===== src/rtl/core/kpq_pkg.sv =====
// Package for the key press qualifier: widths, register map and the event word.
// Used by key_press_qualifier_unit; depends on nothing else.
package kpq_pkg;

    // Width of the press, repeat and click timers.
    localparam int TIMER_BITS = 16;
    // Width of the time thresholds held in the configuration registers.
    localparam int CFG_BITS = 16;
    // Width used when a timer is compared with a threshold.
    localparam int CMP_BITS = (TIMER_BITS > CFG_BITS) ? TIMER_BITS : CFG_BITS;
    localparam int INTERVAL_BITS = 8;

    localparam int ADDR_BITS = 5;
    localparam int DATA_BITS = 32;
    localparam int IN_WORD_BITS = 16;
    localparam int OUT_WORD_BITS = 8;

    typedef logic [TIMER_BITS-1:0] timer_t;
    typedef logic [CFG_BITS-1:0] cfg_time_t;
    typedef logic [INTERVAL_BITS-1:0] interval_t;

    // Register index, taken from paddr[4:2].
    typedef enum logic [2:0] {
        REG_DOWN_EN  = 3'd0,
        REG_UP_EN    = 3'd1,
        REG_DC_EN    = 3'd2,
        REG_REP_EN   = 3'd3,
        REG_DEBOUNCE = 3'd4,
        REG_LONG     = 3'd5,
        REG_PERIOD   = 3'd6,
        REG_WINDOW   = 3'd7
    } reg_index_t;

    localparam cfg_time_t DEBOUNCE_RESET = CFG_BITS'(20);
    localparam cfg_time_t LONG_RESET     = CFG_BITS'(400);
    localparam cfg_time_t PERIOD_RESET   = CFG_BITS'(80);
    localparam cfg_time_t WINDOW_RESET   = CFG_BITS'(200);

    // Result word; the last member sits in bit 0.
    typedef struct packed {
        logic beep_repeat;
        logic beep_press;
        logic repeat_event;
        logic double_click_event;
        logic key_up_event;
        logic key_down_event;
    } events_t;

    // Saturating timer add.
    function automatic timer_t sat_add(input timer_t a, input interval_t b);
        logic [TIMER_BITS:0] s;
        s = {1'b0, a} + (TIMER_BITS+1)'(b);
        return s[TIMER_BITS] ? {TIMER_BITS{1'b1}} : s[TIMER_BITS-1:0];
    endfunction

endpackage


===== src/rtl/core/key_press_qualifier_unit.sv =====
// Key press qualifier: debounce, long press, auto-repeat and double click per scan tick.
// Depends on kpq_pkg; kpq_checker binds to it.
//
//  Channel   Direction  Word fields (lowest bit up)
//  s_axis    in         scan_interval[7:0], key_pressed[8], zero pad
//  m_axis    out        key_down, key_up, double_click, repeat, beep_press, beep_repeat, pad
//  apb       in         eight registers at byte addresses 0, 4, ... 28
//
// One word is taken every cycle; its result appears in the output register the next cycle.
// The only limit on rate is the output register: s_tready is low while a result waits
// with m_tready low. All state is updated by one pass of adders and compares.
// Reset clears all timers and flags and loads the register defaults.
module key_press_qualifier_unit (
    input  logic                              clk,
    input  logic                              rst_n,
    input  logic                              s_tvalid,
    output logic                              s_tready,
    // scan_interval[7:0], key_pressed[8]
    input  logic [kpq_pkg::IN_WORD_BITS-1:0]  s_tdata,
    output logic                              m_tvalid,
    input  logic                              m_tready,
    // down, up, double_click, repeat, beep_press, beep_repeat
    output logic [kpq_pkg::OUT_WORD_BITS-1:0] m_tdata,
    input  logic                              psel,
    input  logic                              penable,
    input  logic                              pwrite,
    input  logic [kpq_pkg::ADDR_BITS-1:0]     paddr,
    input  logic [kpq_pkg::DATA_BITS-1:0]     pwdata,
    output logic [kpq_pkg::DATA_BITS-1:0]     prdata,
    output logic                              pready
);

    logic down_en_reg, up_en_reg, dc_en_reg, rep_en_reg;
    kpq_pkg::cfg_time_t debounce_reg, long_reg, period_reg, window_reg;

    kpq_pkg::timer_t press_timer_reg, press_timer_next;
    kpq_pkg::timer_t repeat_timer_reg, repeat_timer_next;
    kpq_pkg::timer_t click_clock_reg, click_clock_next;
    kpq_pkg::timer_t first_stamp_reg, first_stamp_next;
    kpq_pkg::timer_t second_stamp_reg, second_stamp_next;
    logic down_reg, down_next;
    logic long_flag_reg, long_flag_next;
    logic phase_reg, phase_next;

    logic out_valid_reg;
    kpq_pkg::events_t out_reg, ev_next;

    logic accept;
    logic cfg_write;
    kpq_pkg::reg_index_t reg_index;
    kpq_pkg::interval_t interval;
    logic pressed;
    kpq_pkg::timer_t press_sum, repeat_sum, stamp_a, stamp_b;
    logic [kpq_pkg::TIMER_BITS:0] stamp_diff;
    kpq_pkg::timer_t stamp_gap;

    // Configuration port
    assign pready    = 1'b1;
    assign cfg_write = psel & penable & pwrite & pready;
    assign reg_index = kpq_pkg::reg_index_t'(paddr[4:2]);

    always_ff @(posedge clk or negedge rst_n)
    begin
        if (!rst_n)
        begin
            down_en_reg  <= 1'b0;
            up_en_reg    <= 1'b0;
            dc_en_reg    <= 1'b0;
            rep_en_reg   <= 1'b0;
            debounce_reg <= kpq_pkg::DEBOUNCE_RESET;
            long_reg     <= kpq_pkg::LONG_RESET;
            period_reg   <= kpq_pkg::PERIOD_RESET;
            window_reg   <= kpq_pkg::WINDOW_RESET;
        end
        else if (cfg_write)
        begin
            unique case (reg_index)
                kpq_pkg::REG_DOWN_EN:  down_en_reg  <= pwdata[0];
                kpq_pkg::REG_UP_EN:    up_en_reg    <= pwdata[0];
                kpq_pkg::REG_DC_EN:    dc_en_reg    <= pwdata[0];
                kpq_pkg::REG_REP_EN:   rep_en_reg   <= pwdata[0];
                kpq_pkg::REG_DEBOUNCE: debounce_reg <= pwdata[kpq_pkg::CFG_BITS-1:0];
                kpq_pkg::REG_LONG:     long_reg     <= pwdata[kpq_pkg::CFG_BITS-1:0];
                kpq_pkg::REG_PERIOD:   period_reg   <= pwdata[kpq_pkg::CFG_BITS-1:0];
                kpq_pkg::REG_WINDOW:   window_reg   <= pwdata[kpq_pkg::CFG_BITS-1:0];
                default: ;
            endcase
        end
    end

    always_comb
    begin
        unique case (reg_index)
            kpq_pkg::REG_DOWN_EN:  prdata = kpq_pkg::DATA_BITS'(down_en_reg);
            kpq_pkg::REG_UP_EN:    prdata = kpq_pkg::DATA_BITS'(up_en_reg);
            kpq_pkg::REG_DC_EN:    prdata = kpq_pkg::DATA_BITS'(dc_en_reg);
            kpq_pkg::REG_REP_EN:   prdata = kpq_pkg::DATA_BITS'(rep_en_reg);
            kpq_pkg::REG_DEBOUNCE: prdata = kpq_pkg::DATA_BITS'(debounce_reg);
            kpq_pkg::REG_LONG:     prdata = kpq_pkg::DATA_BITS'(long_reg);
            kpq_pkg::REG_PERIOD:   prdata = kpq_pkg::DATA_BITS'(period_reg);
            kpq_pkg::REG_WINDOW:   prdata = kpq_pkg::DATA_BITS'(window_reg);
            default:               prdata = '0;
        endcase
    end

    // Stream handshake
    assign s_tready = ~out_valid_reg | m_tready;
    assign accept   = s_tvalid & s_tready;
    assign interval = s_tdata[kpq_pkg::INTERVAL_BITS-1:0];
    assign pressed  = s_tdata[kpq_pkg::INTERVAL_BITS];

    always_comb
    begin
        ev_next           = '0;
        press_timer_next  = press_timer_reg;
        repeat_timer_next = repeat_timer_reg;
        down_next         = down_reg;
        long_flag_next    = long_flag_reg;
        phase_next        = phase_reg;
        first_stamp_next  = first_stamp_reg;
        second_stamp_next = second_stamp_reg;
        click_clock_next  = click_clock_reg;
        stamp_a           = first_stamp_reg;
        stamp_b           = second_stamp_reg;
        stamp_diff        = '0;
        stamp_gap         = '0;
        press_sum         = kpq_pkg::sat_add(press_timer_reg, interval);
        repeat_sum        = '0;

        if (dc_en_reg)
            click_clock_next = click_clock_reg + kpq_pkg::TIMER_BITS'(interval);

        if (pressed)
        begin
            press_timer_next = press_sum;
            if (kpq_pkg::CMP_BITS'(press_sum) >= kpq_pkg::CMP_BITS'(debounce_reg) && !down_reg)
            begin
                down_next              = 1'b1;
                ev_next.key_down_event = down_en_reg;
                ev_next.beep_press     = 1'b1;
                if (dc_en_reg)
                begin
                    phase_next = ~phase_reg;
                    if (phase_next)
                        stamp_a = click_clock_next;
                    else
                        stamp_b = click_clock_next;
                    first_stamp_next  = stamp_a;
                    second_stamp_next = stamp_b;
                    // Absolute gap between the two stamps; equal stamps never match.
                    stamp_diff = {1'b0, stamp_b} - {1'b0, stamp_a};
                    stamp_gap  = stamp_diff[kpq_pkg::TIMER_BITS] ?
                                 stamp_a - stamp_b : stamp_diff[kpq_pkg::TIMER_BITS-1:0];
                    if (stamp_gap != '0 &&
                        kpq_pkg::CMP_BITS'(stamp_gap) < kpq_pkg::CMP_BITS'(window_reg))
                    begin
                        ev_next.double_click_event = 1'b1;
                        click_clock_next           = '0;
                    end
                end
            end
            if (kpq_pkg::CMP_BITS'(press_sum) >= kpq_pkg::CMP_BITS'(long_reg))
            begin
                long_flag_next   = 1'b1;
                click_clock_next = '0;
            end
            if (long_flag_next && rep_en_reg)
            begin
                repeat_sum        = kpq_pkg::sat_add(repeat_timer_reg, interval);
                repeat_timer_next = repeat_sum;
                if (kpq_pkg::CMP_BITS'(repeat_sum) >= kpq_pkg::CMP_BITS'(period_reg))
                begin
                    ev_next.repeat_event = 1'b1;
                    ev_next.beep_repeat  = 1'b1;
                    repeat_timer_next    = '0;
                end
            end
        end
        else
        begin
            ev_next.key_up_event = down_reg & up_en_reg;
            press_timer_next     = '0;
            repeat_timer_next    = '0;
            down_next            = 1'b0;
            long_flag_next       = 1'b0;
        end
    end

    always_ff @(posedge clk or negedge rst_n)
    begin
        if (!rst_n)
        begin
            press_timer_reg  <= '0;
            repeat_timer_reg <= '0;
            click_clock_reg  <= '0;
            first_stamp_reg  <= '0;
            second_stamp_reg <= '0;
            down_reg         <= 1'b0;
            long_flag_reg    <= 1'b0;
            phase_reg        <= 1'b0;
        end
        else if (accept)
        begin
            press_timer_reg  <= press_timer_next;
            repeat_timer_reg <= repeat_timer_next;
            click_clock_reg  <= click_clock_next;
            first_stamp_reg  <= first_stamp_next;
            second_stamp_reg <= second_stamp_next;
            down_reg         <= down_next;
            long_flag_reg    <= long_flag_next;
            phase_reg        <= phase_next;
        end
    end

    always_ff @(posedge clk or negedge rst_n)
    begin
        if (!rst_n)
            out_valid_reg <= 1'b0;
        else if (s_tready)
            out_valid_reg <= s_tvalid;
    end

    always_ff @(posedge clk)
    begin
        if (accept)
            out_reg <= ev_next;
    end

    assign m_tvalid = out_valid_reg;
    assign m_tdata  = kpq_pkg::OUT_WORD_BITS'(out_reg);

endmodule


===== config.mk =====
export PLATFORM = sky130hd
export DESIGN_NAME = key_press_qualifier_unit
export DESIGN_NICKNAME = d
export VERILOG_FILES = /design/src/rtl/core/kpq_pkg.sv /design/src/rtl/core/key_press_qualifier_unit.sv
export SDC_FILE = /design/constraint.sdc
export NUM_CORES = 1
export LEC_CHECK = 0
export ABC_AREA = 1
export BUFFER_PORTS_ARGS = -buffer_cell sky130_fd_sc_hd__buf_2
export CORE_MARGIN = 5
export CORE_UTILIZATION = 58
export CTS_CLUSTER_SIZE = 16
export DETAILED_ROUTE_END_ITERATION = 6
export PLACE_DENSITY = 0.75
export SLEW_MARGIN = 20
export SYNTH_ARGS = -nofsm -noshare
export SYNTH_HDL_FRONTEND = slang
export SYNTH_SLANG_ARGS = --single-unit

===== constraint.sdc =====
create_clock -name clk -period 8.5 [get_ports clk]
set_input_delay 0.425 -clock clk [delete_from_list [all_inputs] [get_ports clk]]
set_output_delay 0.425 -clock clk [all_outputs]
set_load 0.01 [all_outputs]

==> After elaboration in Yosys (flattened, before gate mapping) <==
Index checks and enable logic that the tools add are counted.
{ "classes": {"bitwise": 7, "addsub": 5, "mux": 30, "n_reduce_logical": 20, "magnitude_cmp": 4, "eq_ne": 9} }
{ "op_table": {"columns": ["op", "n"], "rows": [
  ["$mux W16", 21],
  ["$pmux W32 S8", 1],
  ["$ge A16 B16 Y1", 3],
  ["$add A16 B8 Y17", 2],
  ["$reduce_and A2 Y1", 12],
  ["$sub A16 B16 Y17", 1],
  ["$add A16 B8 Y16", 1],
  ["$lt A16 B16 Y1", 1],
  ["$reduce_bool A16 Y1", 1],
  ["$sub A16 B16 Y16", 1],
  ["$eq A3 B3 Y1 const B", 4],
  ["$mux W1", 8],
  ["$eq A3 B2 Y1 const B", 2],
  ["$and A1 B1 Y1", 4],
  ["$ne A2 B1 Y1 const B", 2],
  ["$reduce_and A4 Y1", 1],
  ["$eq A3 B1 Y1 const B", 1],
  ["$logic_and A1 B1 Y1", 3],
  ["$logic_not A3 Y1", 1],
  ["$reduce_and A3 Y1", 1],
  ["$not A1 Y1", 2],
  ["$logic_not A1 Y1", 1],
  ["$or A1 B1 Y1", 1]
]} }
{ "totals": {"in_bits": 60, "output_inout_bits": 43, "reg_bits": 157, "elab_cells": 97} }

==> Logic depth before layout (Yosys ltp) <==
Gate-level depths: netlist of run 1.
{ "depth": {"depth_word": 15, "ltp_mapped": 41} }

==> Worst setup path before layout of run 1 <==
OpenSTA, ideal clock, no wires.
{ "synth_timing": {"path_type": "input to register", "from": "input port s_tdata[1] in the netlist's numbering", "to": "register click_clock_reg[10]", "path_buffers": 2, "t_arrival_ps": 4969, "stages": 40, "setup_slack_ps": 3414, "path_cell_list": "ha_1 -> nand2_1 -> nand2_1 -> a21oi_1 -> nor2_1 -> nand2_1 -> nand2_1 -> nand2_1 -> nand2_1 -> a21oi_1 -> o21ai_0 -> nand2_1 -> xor2_1 -> nand2_1 -> o21ai_0 -> inv_1 -> ha_1 -> nand2_1 -> [... 4 more ...] -> nand2_4 -> a21oi_4 -> buf_6 -> nand2_1 -> nand2_2 -> inv_1 -> ha_1 -> nand2_1 -> nor2_1 -> a211oi_1 -> o221ai_1 -> nand4_1 -> a21oi_1 -> nor3_1 -> nand2_4 -> buf_12 -> nand3_2 -> nand2_1"} }
{ "synth_between": {"elab_chain_len": 15, "word_cells_on_any_way": 26, "classes_between": "add/sub (4); order compare (3); mux (16); reduce/logical (3)"} }
{ "synth_rtl": {"columns": ["item", "line", "text"], "rows": [
  ["start: declaration", "key_press_qualifier_unit.sv:19", "input logic [kpq_pkg::IN_WORD_BITS-1:0] s_tdata,"],
  ["$add A16 B8 Y16", "key_press_qualifier_unit.sv:131", "click_clock_next = click_clock_reg + kpq_pkg::TIMER_BITS'(interval);"],
  ["$mux W16", "key_press_qualifier_unit.sv:130", "if (dc_en_reg)"],
  ["$mux W16", "key_press_qualifier_unit.sv:144", "if (phase_next)"],
  ["$mux W16", "key_press_qualifier_unit.sv:141", "if (dc_en_reg)"],
  ["$mux W16", "key_press_qualifier_unit.sv:136", "if (kpq_pkg::CMP_BITS'(press_sum) >= kpq_pkg::CMP_BITS'(debounce_reg) && !down_reg)"],
  ["$mux W16", "key_press_qualifier_unit.sv:133", "if (pressed)"],
  ["$sub A16 B16 Y17 or $sub A16 B16 Y16 (tied branches)", "key_press_qualifier_unit.sv:151, key_press_qualifier_unit.sv:153", null],
  ["$mux W16", "key_press_qualifier_unit.sv:152", "stamp_gap = stamp_diff[kpq_pkg::TIMER_BITS] ?"],
  ["$lt A16 B16 Y1 or $reduce_bool A16 Y1 (tied branches)", "key_press_qualifier_unit.sv:155, key_press_qualifier_unit.sv:154", null],
  ["$logic_and A1 B1 Y1", "key_press_qualifier_unit.sv:154", "if (stamp_gap != '0 &&"],
  ["$mux W16", "key_press_qualifier_unit.sv:154", null],
  ["$mux W16", "key_press_qualifier_unit.sv:141", null],
  ["$mux W16", "key_press_qualifier_unit.sv:136", null],
  ["$mux W16", "key_press_qualifier_unit.sv:162", "if (kpq_pkg::CMP_BITS'(press_sum) >= kpq_pkg::CMP_BITS'(long_reg))"],
  ["$mux W16 (*)", "key_press_qualifier_unit.sv:133", null],
  ["end signal: assignment", "key_press_qualifier_unit.sv:206", "click_clock_reg <= click_clock_next;"],
  ["end: declaration", "key_press_qualifier_unit.sv:38", "kpq_pkg::timer_t click_clock_reg, click_clock_next;"]
]} }
Every way passes the cells marked *; elsewhere a longest branch is shown, timed or not. The select of a mux whose other input is x is not followed.
A chain may end at the register's enable or synchronous reset.

==> Final worst setup path of run 1 <==
{ "layout_timing": {"from": "register click_clock_reg[1]", "to": "register click_clock_reg[3]"} }
{ "layout_between": {"elab_chain_len": 15, "word_cells_on_any_way": 21, "classes_between": "add/sub (3); order compare (1); mux (15); reduce/logical (2)"} }
{ "layout_rtl": {"columns": ["item", "line"], "rows": [
  ["$add A16 B8 Y16", "key_press_qualifier_unit.sv:131"],
  ["$mux W16 (*)", "key_press_qualifier_unit.sv:130"],
  ["$mux W16", "key_press_qualifier_unit.sv:144"],
  ["$mux W16", "key_press_qualifier_unit.sv:141"],
  ["$mux W16", "key_press_qualifier_unit.sv:136"],
  ["$mux W16", "key_press_qualifier_unit.sv:133"],
  ["$sub A16 B16 Y17 or $sub A16 B16 Y16 (tied branches)", "key_press_qualifier_unit.sv:151, key_press_qualifier_unit.sv:153"],
  ["$mux W16", "key_press_qualifier_unit.sv:152"],
  ["$lt A16 B16 Y1 or $reduce_bool A16 Y1 (tied branches)", "key_press_qualifier_unit.sv:155, key_press_qualifier_unit.sv:154"],
  ["$logic_and A1 B1 Y1", "key_press_qualifier_unit.sv:154"],
  ["$mux W16", "key_press_qualifier_unit.sv:154"],
  ["$mux W16", "key_press_qualifier_unit.sv:141"],
  ["$mux W16", "key_press_qualifier_unit.sv:136"],
  ["$mux W16", "key_press_qualifier_unit.sv:162"],
  ["$mux W16 (*)", "key_press_qualifier_unit.sv:133"]
]} }
Marks and branches as above.

==> results of run 1 <==
cell families (layout without fill, tap and decap cells):
kind of cell	Yosys count	in the layout
mux	1	1
other cells	2	19
flops	157	157
buf+inv	336	368
simple gates	620	620
xor+xnor	41	41
compound gates	334	334
fa+ha+maj	121	121
final cells by class:
cell class              count  area (um^2)  area share [%]
well taps                 270          338            2.63
clock buffers              19          464            3.61
multi-input cells        1136         6540            50.8
inverters                 267         1000            7.79
repair buffers             69          383            2.98
flip-flops and latches    157         3970            30.8
clock inverters            13          174            1.35
power breakdown:
group | internal, W | switching (W) | leakage (nW)
Combinational | 0.000600 | 0.00106 | 4.68
Sequential | 0.000885 | 0.0000727 | 1.91
Clock | 0.000495 | 0.000345 | 0.309
Total | 0.00198 | 0.00148 | 6.90
per-layer routing:
metal	track usage, %	wire length (um)	vias to the layer above
li1	-	-	5261
met1	34.6	13200	4976
met2	44.0	15000	287
met3	3.66	1410	63
met4	12.4	1410	0
met5	0	0	-
through the flow:
| step | hold WS [ns] | power, W |
|---|---|---|
| 2_1_floorplan | 0.129 | 0.00221 |
| 3_3_place_gp | 0.462 | 0.00255 |
| 3_5_place_dp | 0.469 | 0.00261 |
| 4_1_cts | 0.0510 | 0.00346 |
| 5_1_grt | 0.0780 | 0.00377 |
| 6_report | 0.0237 | 0.00346 |
how the worst min path moves through the flow:
stage	start	endpoint	cells past startpoint
finish	rst_n	window_reg[11]$_DFFE_PN0P_	1
global placement	second_stamp_reg[12]$_DFFE_PN0P_	second_stamp_reg[12]$_DFFE_PN0P_	2
CTS	rst_n	debounce_reg[13]$_DFFE_PN0P_	1
detailed placement	second_stamp_reg[12]$_DFFE_PN0P_	second_stamp_reg[12]$_DFFE_PN0P_	2
global route	rst_n	period_reg[11]$_DFFE_PN0P_	1
floorplan	rst_n	click_clock_reg[0]$_DFFE_PN0P_	0
cells in the final DEF, fill, tap and decap left out, types with 6 or more instances in the layout:
| cell | n |
|---|---|
| nand2_1 | 364 |
| inv_1 | 267 |
| o21ai_0 | 153 |
| dfrtp_1 | 142 |
| nor2_1 | 117 |
| ha_1 | 116 |
| a21oi_1 | 105 |
| buf_2 | 57 |
| nand3_1 | 52 |
| xor2_1 | 35 |
| nand4_1 | 20 |
| conb_1 | 19 |
| o22ai_1 | 18 |
| clkbuf_16 | 18 |
| o221ai_1 | 17 |
| nor3_1 | 15 |
| nand2_2 | 14 |
| nand3_2 | 13 |
| dfstp_2 | 10 |
| buf_4 | 10 |
| o21ai_1 | 9 |
| or2_2 | 7 |
| xnor2_1 | 6 |
| a211oi_1 | 6 |
| inv_6 | 6 |
==> impl_results.md, run 1 <==
* Status: finished clean
* Crit path max-delay cell type: dfrtp_1
* Setup crit start kind: flip-flop
* Register area share after synthesis at 33.6%
* P&R area growth vs syn at 8.91%
* Final instance area at 12900 um^2
* DPL Wire Length at about 23 mm
* Post-Synthesis Cells at about 1600
* #FFs+latches synth at approximately 160
* Worst Tran Pin Value at 1.07 ns
* Final setup margin at 2.33 ns
* CTS hold repair buffers at 0
* Via count at roughly 11000
* P_leak at a little under 7 nW
* DRT Wirelength at a little over 30 mm
* Leading post-synthesis cells by cell area: dfrtp_1, ha_1, nand2_1
* Complex-gate fraction of the synthesized area at 15.7%
* Post-synthesis simple-gate area fraction at between 20% and 30%
* Arrival time at the worst endpoint at 6.48 ns
* Overflow after GRT at 0
* Post-route clock period utilization at between 70 and 80%
* Setup WS pre-CTS at 2.18 ns
* Net count, final at approximately 1800
* Critical Path End: click_clock_reg[3]$_DFFE_PN0P_
* Slew Viols, Final at 0
* Delay-heaviest family, CP: simple AND/OR/NAND/NOR gates
* RSZ-0062 raised after global routing: no
* Rows at 52
* Synth cell types at 53
* Initial Utilization at 58.6%
* Critical path required time at ~9 ns
* Final core area utilization at between 60 and 70%
* Largest family of logic cells by synthesized area: simple AND/OR/NAND/NOR gates
* Non-filler cells, final at 1931
* Via-to-Cell Ratio at roughly 5.5
* Post-synth ARST share at slightly below 100%
* Max-capacitance violation count at 0
* Syn_area_per_cell at between 7 and 8 um^2
* Worst-case reg-to-reg path depth at 36
* Minimum clock period after layout at ~6 ns
* H-tree depth at 4
* Worst IR Drop VDD at ~170 uV
* Top cell type by total area after synthesis: dfrtp_1
* Die area at around 23000 um^2
* Slew margin rel. at approximately 28%
* Final Skew at 0.0128 ns
* I/O Buffers at 58
* Fin. Hold Viols at 0
* Chip height at roughly 150 um
* CTS tree: done
* CTS Buf Count at 17
* Deepest clock path buffer count at 2
* Vias in the first global route at about 10000
* Worst path max stage delay at between 0.4 and 0.5 ns
* Crit Path Class: reg2reg
* Residual DRC count at 0
* First-pass GRT wire length at around 51 mm
* Warnings, synthesis at 0
* EDFF count, synth at 5
* Core Region at 20200 um^2
* Synth Area in Adders at 13.1%
* Inst Count DP at 1899
* R2r setup slk at about 2.3 ns
* Final Setup Violations at 0
* Top-count cell post-synth: nand2_1
* Gpl congestion at between 0.9 and 1
* Mux cell area share after synthesis at 0.0847%
* Ports at 103
* Worst R2R End: click_clock_reg[3]$_DFFE_PN0P_
* Avg WL per Cell at 16.1 um
* Reg2reg start: click_clock_reg[1]$_DFFE_PN0P_
* Die Width at between 150 and 200 um
* # diodes at 0
* Clock root cell: clkbuf_16
* Synth Area in XOR/XNOR at 3.04%
* Crit path top cell by count: nand2_1
* Clock Latency Late Sink at 0.43 ns
* Synth cell count leaders: nand2_1, inv_1, o21ai_0
* Initial DRC Count at about 680
* Post-DP Area at between 10000 and 15000 um^2
* Worst Hold Class: in2async
* Final antenna-violating net count at 0
* GR Util All Layers at around a quarter
* Fmax at between 150 and 200 MHz
* Synth Cell Area at roughly 12000 um^2
* Crit-path max FO at 17
* Clock Sinks at about 160
* Worst setup EP type: flip-flop
* Drt pass-1 iters at 5
* Crit. path cell count at 36
* Clock transition at the registers of the reported paths at 0.07 ns
* Dominant register cell in the synthesized netlist: dfrtp_1
* Setup TNS at 0 ns
* Layout cells sized above 1 at 9.45%
* Top cell type's share of synthesized area at between 30 and 40%
* Fill cells at around 1800
* CTS resizes at 0
* Crit path buffers/inverters at 2
* Post-CTS Setup Bufs at 0
* Largest net degree at the start of global routing at 78
* Initial antenna violation count at 0
* PD cells at 269 nW/um^2
* Crit path from: click_clock_reg[1]$_DFFE_PN0P_
Note: power is estimated with default switching activity, not from simulation.
==> run 2: changes to the inputs <==
CORE_UTILIZATION = 55   (was 58)
PLACE_DENSITY = 0.74   (was 0.75)
clock period = 5 ns   (was 8.5 ns; I/O delays follow)
==> run 2 against run 1 <==
The flow now finishes with violations (negative setup slack). Routed wire length grew 17%. First-iteration DRC count grew 28%. Maximum frequency grew 16%. Critical path depth is the same. Die area grew 5.1%. Count of clock-buffer cells in the layout shrank 1. Register-to-register slack lost 2.6 ns. Critical path type unchanged. Largest power group unchanged.
==> impl_results.md, run 2 (synthesized netlist as in run 1, its figures left out) <==
* Status: finished with violations
* Failing checks: negative setup slack
* Largest net degree at the start of global routing at 58 (-26%)
* Final core area utilization at 68.8% (+5.0 points)
* Met2 wire len at 18.3 mm (+22%)
* Avg WL per Cell at 17.5 um (+8.7%)
* Multi-input gate area in the final layout at 7050 um^2 (+7.8%)
* Worst IR Drop VDD at 308 uV (+78%)
* WL met3 at 1.85 mm (+31%)
* Crit path max-delay cell type: dfrtp_1
* Final Skew at 0.0220 ns (+0.00917 ns)
* Final antenna-violating net count at 0 (unchanged)
* Drt pass-1 iters at 7 (+2)
* Overflow after GRT at 0 (unchanged)
* Worst path max stage delay at 0.39 ns (-0.02 ns)
* CTS Buf Count at 17 (unchanged)
* Slew margin rel. at 40.0% (+12 points)
* Crit-path max FO at 8 (-9)
* Minimum clock period after layout at 5.32 ns (-0.855 ns)
* Critical path required time at 5.20 ns (-3.61 ns)
* Worst Tran Pin Value at 0.897 ns (-0.177 ns)
* Die Width at 157 um (+2.5%)
* GR Util All Layers at 28.5% (+2.0 points)
* Fin. Hold Viols at 0 (unchanged)
* Deepest clock path buffer count at 2 (unchanged)
* Ports at 103 (unchanged)
* Clock Sinks at 157 (unchanged)
* Gpl congestion at 0.941 (-0.20%)
* Max-capacitance violation count at 0 (unchanged)
* DRT Wirelength at 36.2 mm (+17%)
* RSZ-0062 raised after global routing: yes
* Fill cells at 1688 (-7.3%)
* Commonest non-fill, non-tap cell in the layout: nand2_1
* Via-to-Cell Ratio at 5.55 (+1.3%)
* Fmax at 188 MHz (+16%)
* Most frequent cells in the layout: nand2_1, inv_1, dfrtp_1, buf_4, o21ai_0
* Residual DRC count at 0 (unchanged)
* Initial DRC Count at 877 (+28%)
* Layout cells sized above 1 at 22.1% (+13 points)
* Initial Utilization at 56.0% (-2.6 points)
* Core Region at 21100 um^2 (+4.6%)
* Net count, final at 1968 (+7.6%)
* First-pass GRT wire length at 55.8 mm (+10%)
* Slew Viols, Final at 0 (unchanged)
* Top Metal Used: met4
* # diodes at 0 (unchanged)
* Via count at 11500 (+8.9%)
* P_leak at 7.66 nW (+11%)
* Crit Path Class: reg2reg
* Crit path top cell by count: nand2_1
* Final Setup Violations at 17 (+17)
* P&R area growth vs syn at 22.9%
* Rows at 53 (+1.9%)
* Chip height at 157 um (+2.5%)
* Clock transition at the registers of the reported paths at 0.08 ns (about the same)
* Setup WS pre-CTS at -0.524 ns (-2.70 ns)
* I/O Buffers at 58 (unchanged)
* M1 WL at 14.1 mm (+6.9%)
* Clock Latency Late Sink at 0.46 ns (+0.03 ns)
* CTS tree: done
* Arrival time at the worst endpoint at 5.52 ns (-0.96 ns)
* Worst setup EP type: flip-flop
* Post-route clock period utilization at 106% (+34 points)
* Die area at 24500 um^2 (+5.1%)
* Setup crit start kind: flip-flop
* Vias in the first global route at 11400 (+13%)
* H-tree depth at 4 (unchanged)
* Initial antenna violation count at 0 (unchanged)
* Worst Hold Class: in2reg
* Clock root cell: clkbuf_16
* PD cells at 469 nW/um^2 (+75%)
* Final setup margin at -0.316 ns (-2.64 ns)
* DPL Wire Length at 25.3 mm (+10%)
* Reg area at 3970 um^2 (unchanged)
[run 2: changes by cell type in the layout (fill, tap and decap cells not counted), sizes merged]
cell / before / now
buf: 69 / 204
dlygate4sd3: 0 / 1
nand2: 383 / 384
clkbuf: 19 / 20
clkinv: 1 / 4
bufinv: 3 / 2
clkinvlp: 2 / 1
[run 2: area by class of cell]
type	count	share of cell area, %
repair buffers	207	10.5
multi-input cells	1137	48.6
inverters	267	6.90
clock buffers	18	3.03
well taps	275	2.37
flip-flops and latches	157	27.3
clock inverters	14	1.35
[run 2: worst paths after layout]
| check | startpoint | to | slack (ns) | cells after the start |
|---|---|---|---|---|
| max | click_clock_reg[1]$_DFFE_PN0P_ | m_tdata[2]$_SDFFCE_PN0P_ | -0.32 | 36 |
| min | pwdata[14] | period_reg[14]$_DFFE_PN0P_ | 0.05 | 3 |
| max reg2reg | click_clock_reg[1]$_DFFE_PN0P_ | m_tdata[2]$_SDFFCE_PN0P_ | -0.32 | 36 |
| min reg2reg | first_stamp_reg[4]$_DFFE_PN0P_ | first_stamp_reg[4]$_DFFE_PN0P_ | 0.49 | 2 |
| max in group asynchronous | rst_n | second_stamp_reg[14]$_DFFE_PN0P_ | 3.46 | 3 |
| min in group asynchronous | rst_n | long_reg[14]$_DFFE_PN0P_ | 0.32 | 2 |
[run 2: timing repair]
| item | CTS | global route |
|---|---|---|
| gates cloned | 2 | 2 |
| hold endpoints to repair | 47 | 0 |
| gates resized for setup | 62 | 88 |
| pin swaps | 23 | 42 |
| endpoints found under the setup margin | 17 | 67 |
| hold buffers | 1 | 0 |
| buffers inserted | 9 | 9 |
[run 2: through the flow]
stage | hold slack (ns) | std cells | area, um^2 | TNS (ns) | total power (W)
6_report | 0.0533 | 2075 | 14500 | -4.16 | 0.00681
5_1_grt | 0.0762 | 2075 | 14500 | -11.18 | 0.00729
4_1_cts | 0.0523 | 2065 | 14100 | -1.57 | 0.00648
3_5_place_dp | 0.259 | 2021 | 13200 | -8.59 | 0.00486
3_3_place_gp | 0.251 | 2021 | 13200 | -3.79 | 0.00476
2_1_floorplan | -0.0456 | 1629 | 11900 | 0 | 0.00376
[run 2: worst max-delay path: cells and delay by family (launching register included)]
| kind | cells | cell delay [ns] |
|---|---|---|
| simple gates | 21 | 2.11 |
| compound gates | 7 | 1.12 |
| xor+xnor | 1 | 0.19 |
| buf+inv | 4 | 0.37 |
| flops | 1 | 0.39 |
| fa+ha+maj | 3 | 0.87 |
[run 2: where the power goes]
group	switching, W	internal [W]	total, W	leakage, nW
combinational	0.00223	0.00153	0.00376	5.44
sequential	0.000126	0.00150	0.00163	1.91
clock	0.000647	0.000779	0.00143	0.306
[run 2: per-layer routing]
metal,track usage (%),vias to the layer above
li1,-,5537
met1,33.8,5479
met2,50.1,376
met3,5.06,133
met4,13.8,0
met5,0,-
==> run 3: changes to the inputs <==
ABC_AREA = default   (was 1)
==> run 3 against run 2 <==
The run still ends with negative setup slack left. Synthesized cell count fell by 19%. Sequential power is 14% higher. Sequential share of layout area decreased by 1.8 points. Critical path depth shrank 2. Worst setup slack got worse by 1.2 ns. Critical path type unchanged. Largest cell class unchanged. Largest power group unchanged.
==> impl_results.md, run 3 <==
* Via-to-Cell Ratio at 6.03 (+8.6%)
* Reg2reg start: click_clock_reg[0]$_DFFE_PN0P_
* Seq pwr share at 14.0% (-9.9 points)
* Crit path top cell by count: o21ai_1
* Clock transition at the registers of the reported paths at 0.07 ns (about the same)
* Die area at 24500 um^2 (about the same)
* Worst IR Drop VDD at 736 uV (+140%)
* Worst path max stage delay at 0.52 ns (+0.13 ns)
* Switching part of the total at 44.4% (+0.41 points)
* Final Skew at 0.0137 ns (-0.00832 ns)
* R2r setup slk at -1.52 ns (-1.20 ns)
* DPL Wire Length at 25.9 mm (+2.4%)
* Slew Viols, Final at 0 (unchanged)
* Warnings, synthesis at 0 (unchanged)
* Synth cell types at 71 (+34%)
* Syn_area_per_cell at 9.00 um^2 (+23%)
* Chip height at 157 um (about the same)
* Fmax at 153 MHz (-18%)
* Fill cells at 1402 (-17%)
* Largest net degree at the start of global routing at 108 (+86%)
* Top cell type by total area after synthesis: dfrtp_1
* Initial antenna violation count at 0 (unchanged)
* Initial DRC Count at 1157 (+32%)
* Synth Area in Adders at 13.1% (about the same)
* Worst R2R End: click_clock_reg[14]$_DFFE_PN0P_
* RSZ-0062 raised after global routing: yes
* P&R area growth vs syn at 31.8%
* Setup crit start kind: flip-flop
* Synth Area in XOR/XNOR at 3.19% (+0.15 points)
* Top cell type's share of synthesized area at 30.1% (about the same)
* Post-synth ARST share at 96.8% (unchanged)
* Final setup margin at -1.52 ns (-1.20 ns)
* P_sw at 0.00591 W (+97%)
* Die Width at 157 um (about the same)
* CTS Buf Count at 17 (unchanged)
* Layout cells sized above 1 at 34.4% (+12 points)
* CTS tree: done
* Ports at 103 (unchanged)
* Hold Crit Start: s_tvalid
* DRT Wirelength at 38.4 mm (+5.9%)
* Clk pwr share at 9.9% (-11 points)
* Worst setup EP type: flip-flop
* Crit-path max FO at 6 (-2)
* Status: finished with violations
* Commonest non-fill, non-tap cell in the layout: buf_4
* Clock Latency Late Sink at 0.44 ns (-0.02 ns)
* Most frequent cells in the layout: buf_4, dfrtp_1, inv_1, nand2_1, ha_1
* Reg area at 3970 um^2 (unchanged)
* Dominant register cell in the synthesized netlist: dfrtp_1
* Setup WS pre-CTS at -1.66 ns (-1.14 ns)
* Minimum clock period after layout at 6.52 ns (+1.20 ns)
* Final antenna-violating net count at 0 (unchanged)
* Leading post-synthesis cells by cell area: dfrtp_1, ha_1, mux2_2
* Overflow after GRT at 0 (unchanged)
* Clock Sinks at 157 (unchanged)
* Register area share after synthesis at 33.6% (about the same)
* Clock root cell: clkbuf_16
* Gpl congestion at 0.956 (+1.5%)
* GR Util All Layers at 29.9% (+1.4 points)
* Vias in the first global route at 11000 (-3.3%)
* Residual DRC count at 0 (unchanged)
* Fin. Hold Viols at 0 (unchanged)
* I/O Buffers at 58 (unchanged)
* Non-filler cells, final at 1863 (-10%)
* Worst Tran Pin Value at 1.06 ns (+0.161 ns)
* Hold path depth at 2 (-1)
* Failing checks: negative setup slack
* Drt pass-1 iters at 6 (-1)
* Synth cell count leaders: dfrtp_1, inv_1, nand2_1
* Crit path max-delay cell type: or4_4
* Post-Synthesis Cells at 1312 (-19%)
* Deepest clock path buffer count at 2 (unchanged)
* Avg WL per Cell at 20.6 um (+18%)
* Complex-gate fraction of the synthesized area at 18.3% (+2.6 points)
* PD cells at 854 nW/um^2 (+82%)
* EDFF count, synth at 5 (unchanged)
* Inst Count DP at 1796 (-11%)
* P_leak at 7.67 nW (+0.13%)
* First-pass GRT wire length at 57.6 mm (+3.2%)
* Combinational power share at 76.1% (+21 points)
* Via count at 11200 (-2.5%)
* Net count, final at 1756 (-11%)
* Rows at 53 (unchanged)
* Synth Cell Area at 11800 um^2 (about the same)
* Final Setup Violations at 62 (+45)
* Core Region at 21100 um^2 (unchanged)
* Arrival time at the worst endpoint at 6.84 ns (+1.32 ns)
* Critical path required time at 5.32 ns (+0.12 ns)
* Initial Utilization at 56.0% (about the same)
* Worst-case reg-to-reg path depth at 34 (-5.6%)
* Multi-input gate area in the final layout at 7820 um^2 (+11%)
* P_int at 0.00739 W (+94%)
* Post-synthesis simple-gate area fraction at 14.2% (-8.6 points)
* H-tree depth at 4 (unchanged)
* Worst Hold Class: in2reg
* Top-count cell post-synth: dfrtp_1
* Mux cell area share after synthesis at 10.1% (+10 points)
* Hold EP: m_tvalid$_DFFE_PN0N_
* Max-capacitance violation count at 0 (unchanged)
* Post-route clock period utilization at 130% (+24 points)
* Crit Path Class: reg2reg
* # diodes at 0 (unchanged)
* Slew margin rel. at 29.5% (-11 points)
* Largest family of logic cells by synthesized area: compound AO/OA/AOI/OAI gates
* #FFs+latches synth at 157 (unchanged)
[run 3: cell count changes after synthesis, sizes merged, moves of 31 or more]
cell   delta
inv     -135
nand3    -45
a21o     +31
o21ai    -41
nand2   -257
mux2     +50
nor2     -39
[run 3: per-stage QoR]
stage	util [%]	cell area, um^2	hold slack [ns]	TNS (ns)	total power [W]
after global placement	65.8	13900	0.467	-44.54	0.0102
after floorplan	-	12000	-0.0456	-23.48	0.00717
after global routing	73.8	15600	0.0499	-44.69	0.0142
final	73.8	15600	0.0575	-30.08	0.0133
after detailed placement	65.8	13900	0.465	-51.55	0.0105
after CTS	71.4	15100	0.0528	-26.79	0.0125
[run 3: kinds of logic (layout without fill, tap and decap cells)]
| group | after synthesis | after routing |
|---|---|---|
| adders and majority gates | 121 | 121 |
| other | 2 | 19 |
| and+or+nand+nor | 346 | 347 |
| xor gates and xnor gates | 43 | 43 |
| DFF | 157 | 157 |
| buffers and inverters | 209 | 467 |
| AOI/OAI and AO/OA | 342 | 342 |
| muxes | 92 | 92 |
[run 3: worst max-delay path: cells and delay by family, from the launching register on]
family | cells | cell delay [ns]
adder cells (fa/ha/maj) | 4 | 0.98
AND/OR/NAND/NOR | 11 | 2.07
AO/OA/AOI/OAI | 12 | 1.78
buffers and inverters | 4 | 0.55
multiplexers | 2 | 0.53
flip-flops | 1 | 0.36
XOR/XNOR | 1 | 0.14
[run 3: power by group through the flow]
stage / logic (W) / registers, W / clock network, W
floorplan: 0.00539 / 0.00179 / 0
global placement: 0.00837 / 0.00184 / 0
detailed placement: 0.00861 / 0.00186 / 0
CTS: 0.00939 / 0.00184 / 0.00132
global route: 0.0109 / 0.00189 / 0.00137
finish: 0.0101 / 0.00186 / 0.00131
[run 3: metal layers]
metal / vias to the layer above / part of all wire (%) / global-route usage (%)
li1: 5067 / - / -
met1: 5432 / 41 / 41.0
met2: 595 / 46 / 46.8
met4: 0 / 5.0 / 12.4
met5: - / 0 / 0
met3: 142 / 8.3 / 5.84
[run 3: area by class of cell]
cell class,count,share of cell area (%)
Tap cell,275,2.21
Clock buffer,18,2.89
Clock inverter,14,0.796
Timing Repair Buffer,301,15.1
Inverter,134,3.23
Multi-Input combinational cell,964,50.3
Sequential cell,157,25.5
[run 3: worst max path at each step]
stage,to,slack [ns],startpoint,depth (start not counted)
5_1_grt,click_clock_reg[1]$_DFFE_PN0P_,-1.78,click_clock_reg[1]$_DFFE_PN0P_,34
3_5_place_dp,click_clock_reg[12]$_DFFE_PN0P_,-1.66,s_tdata[1],33
6_report,click_clock_reg[14]$_DFFE_PN0P_,-1.52,click_clock_reg[0]$_DFFE_PN0P_,34
4_1_cts,click_clock_reg[9]$_DFFE_PN0P_,-1.40,click_clock_reg[1]$_DFFE_PN0P_,34
2_1_floorplan,click_clock_reg[12]$_DFFE_PN0P_,-1.45,click_clock_reg[1]$_DFFE_PN0P_,37
3_3_place_gp,click_clock_reg[12]$_DFFE_PN0P_,-1.48,s_tdata[1],33
[run 3: timing repair]
action / 4_1_cts / 5_1_grt
endpoints found under the setup margin: 68 / 69
cloned: 5 / 2
pin swaps: 46 / 74
gates resized for setup: 84 / 98
hold buffers: 1 / 0
endpoints found under the hold margin: 2 / 0
setup buffers: 20 / 12
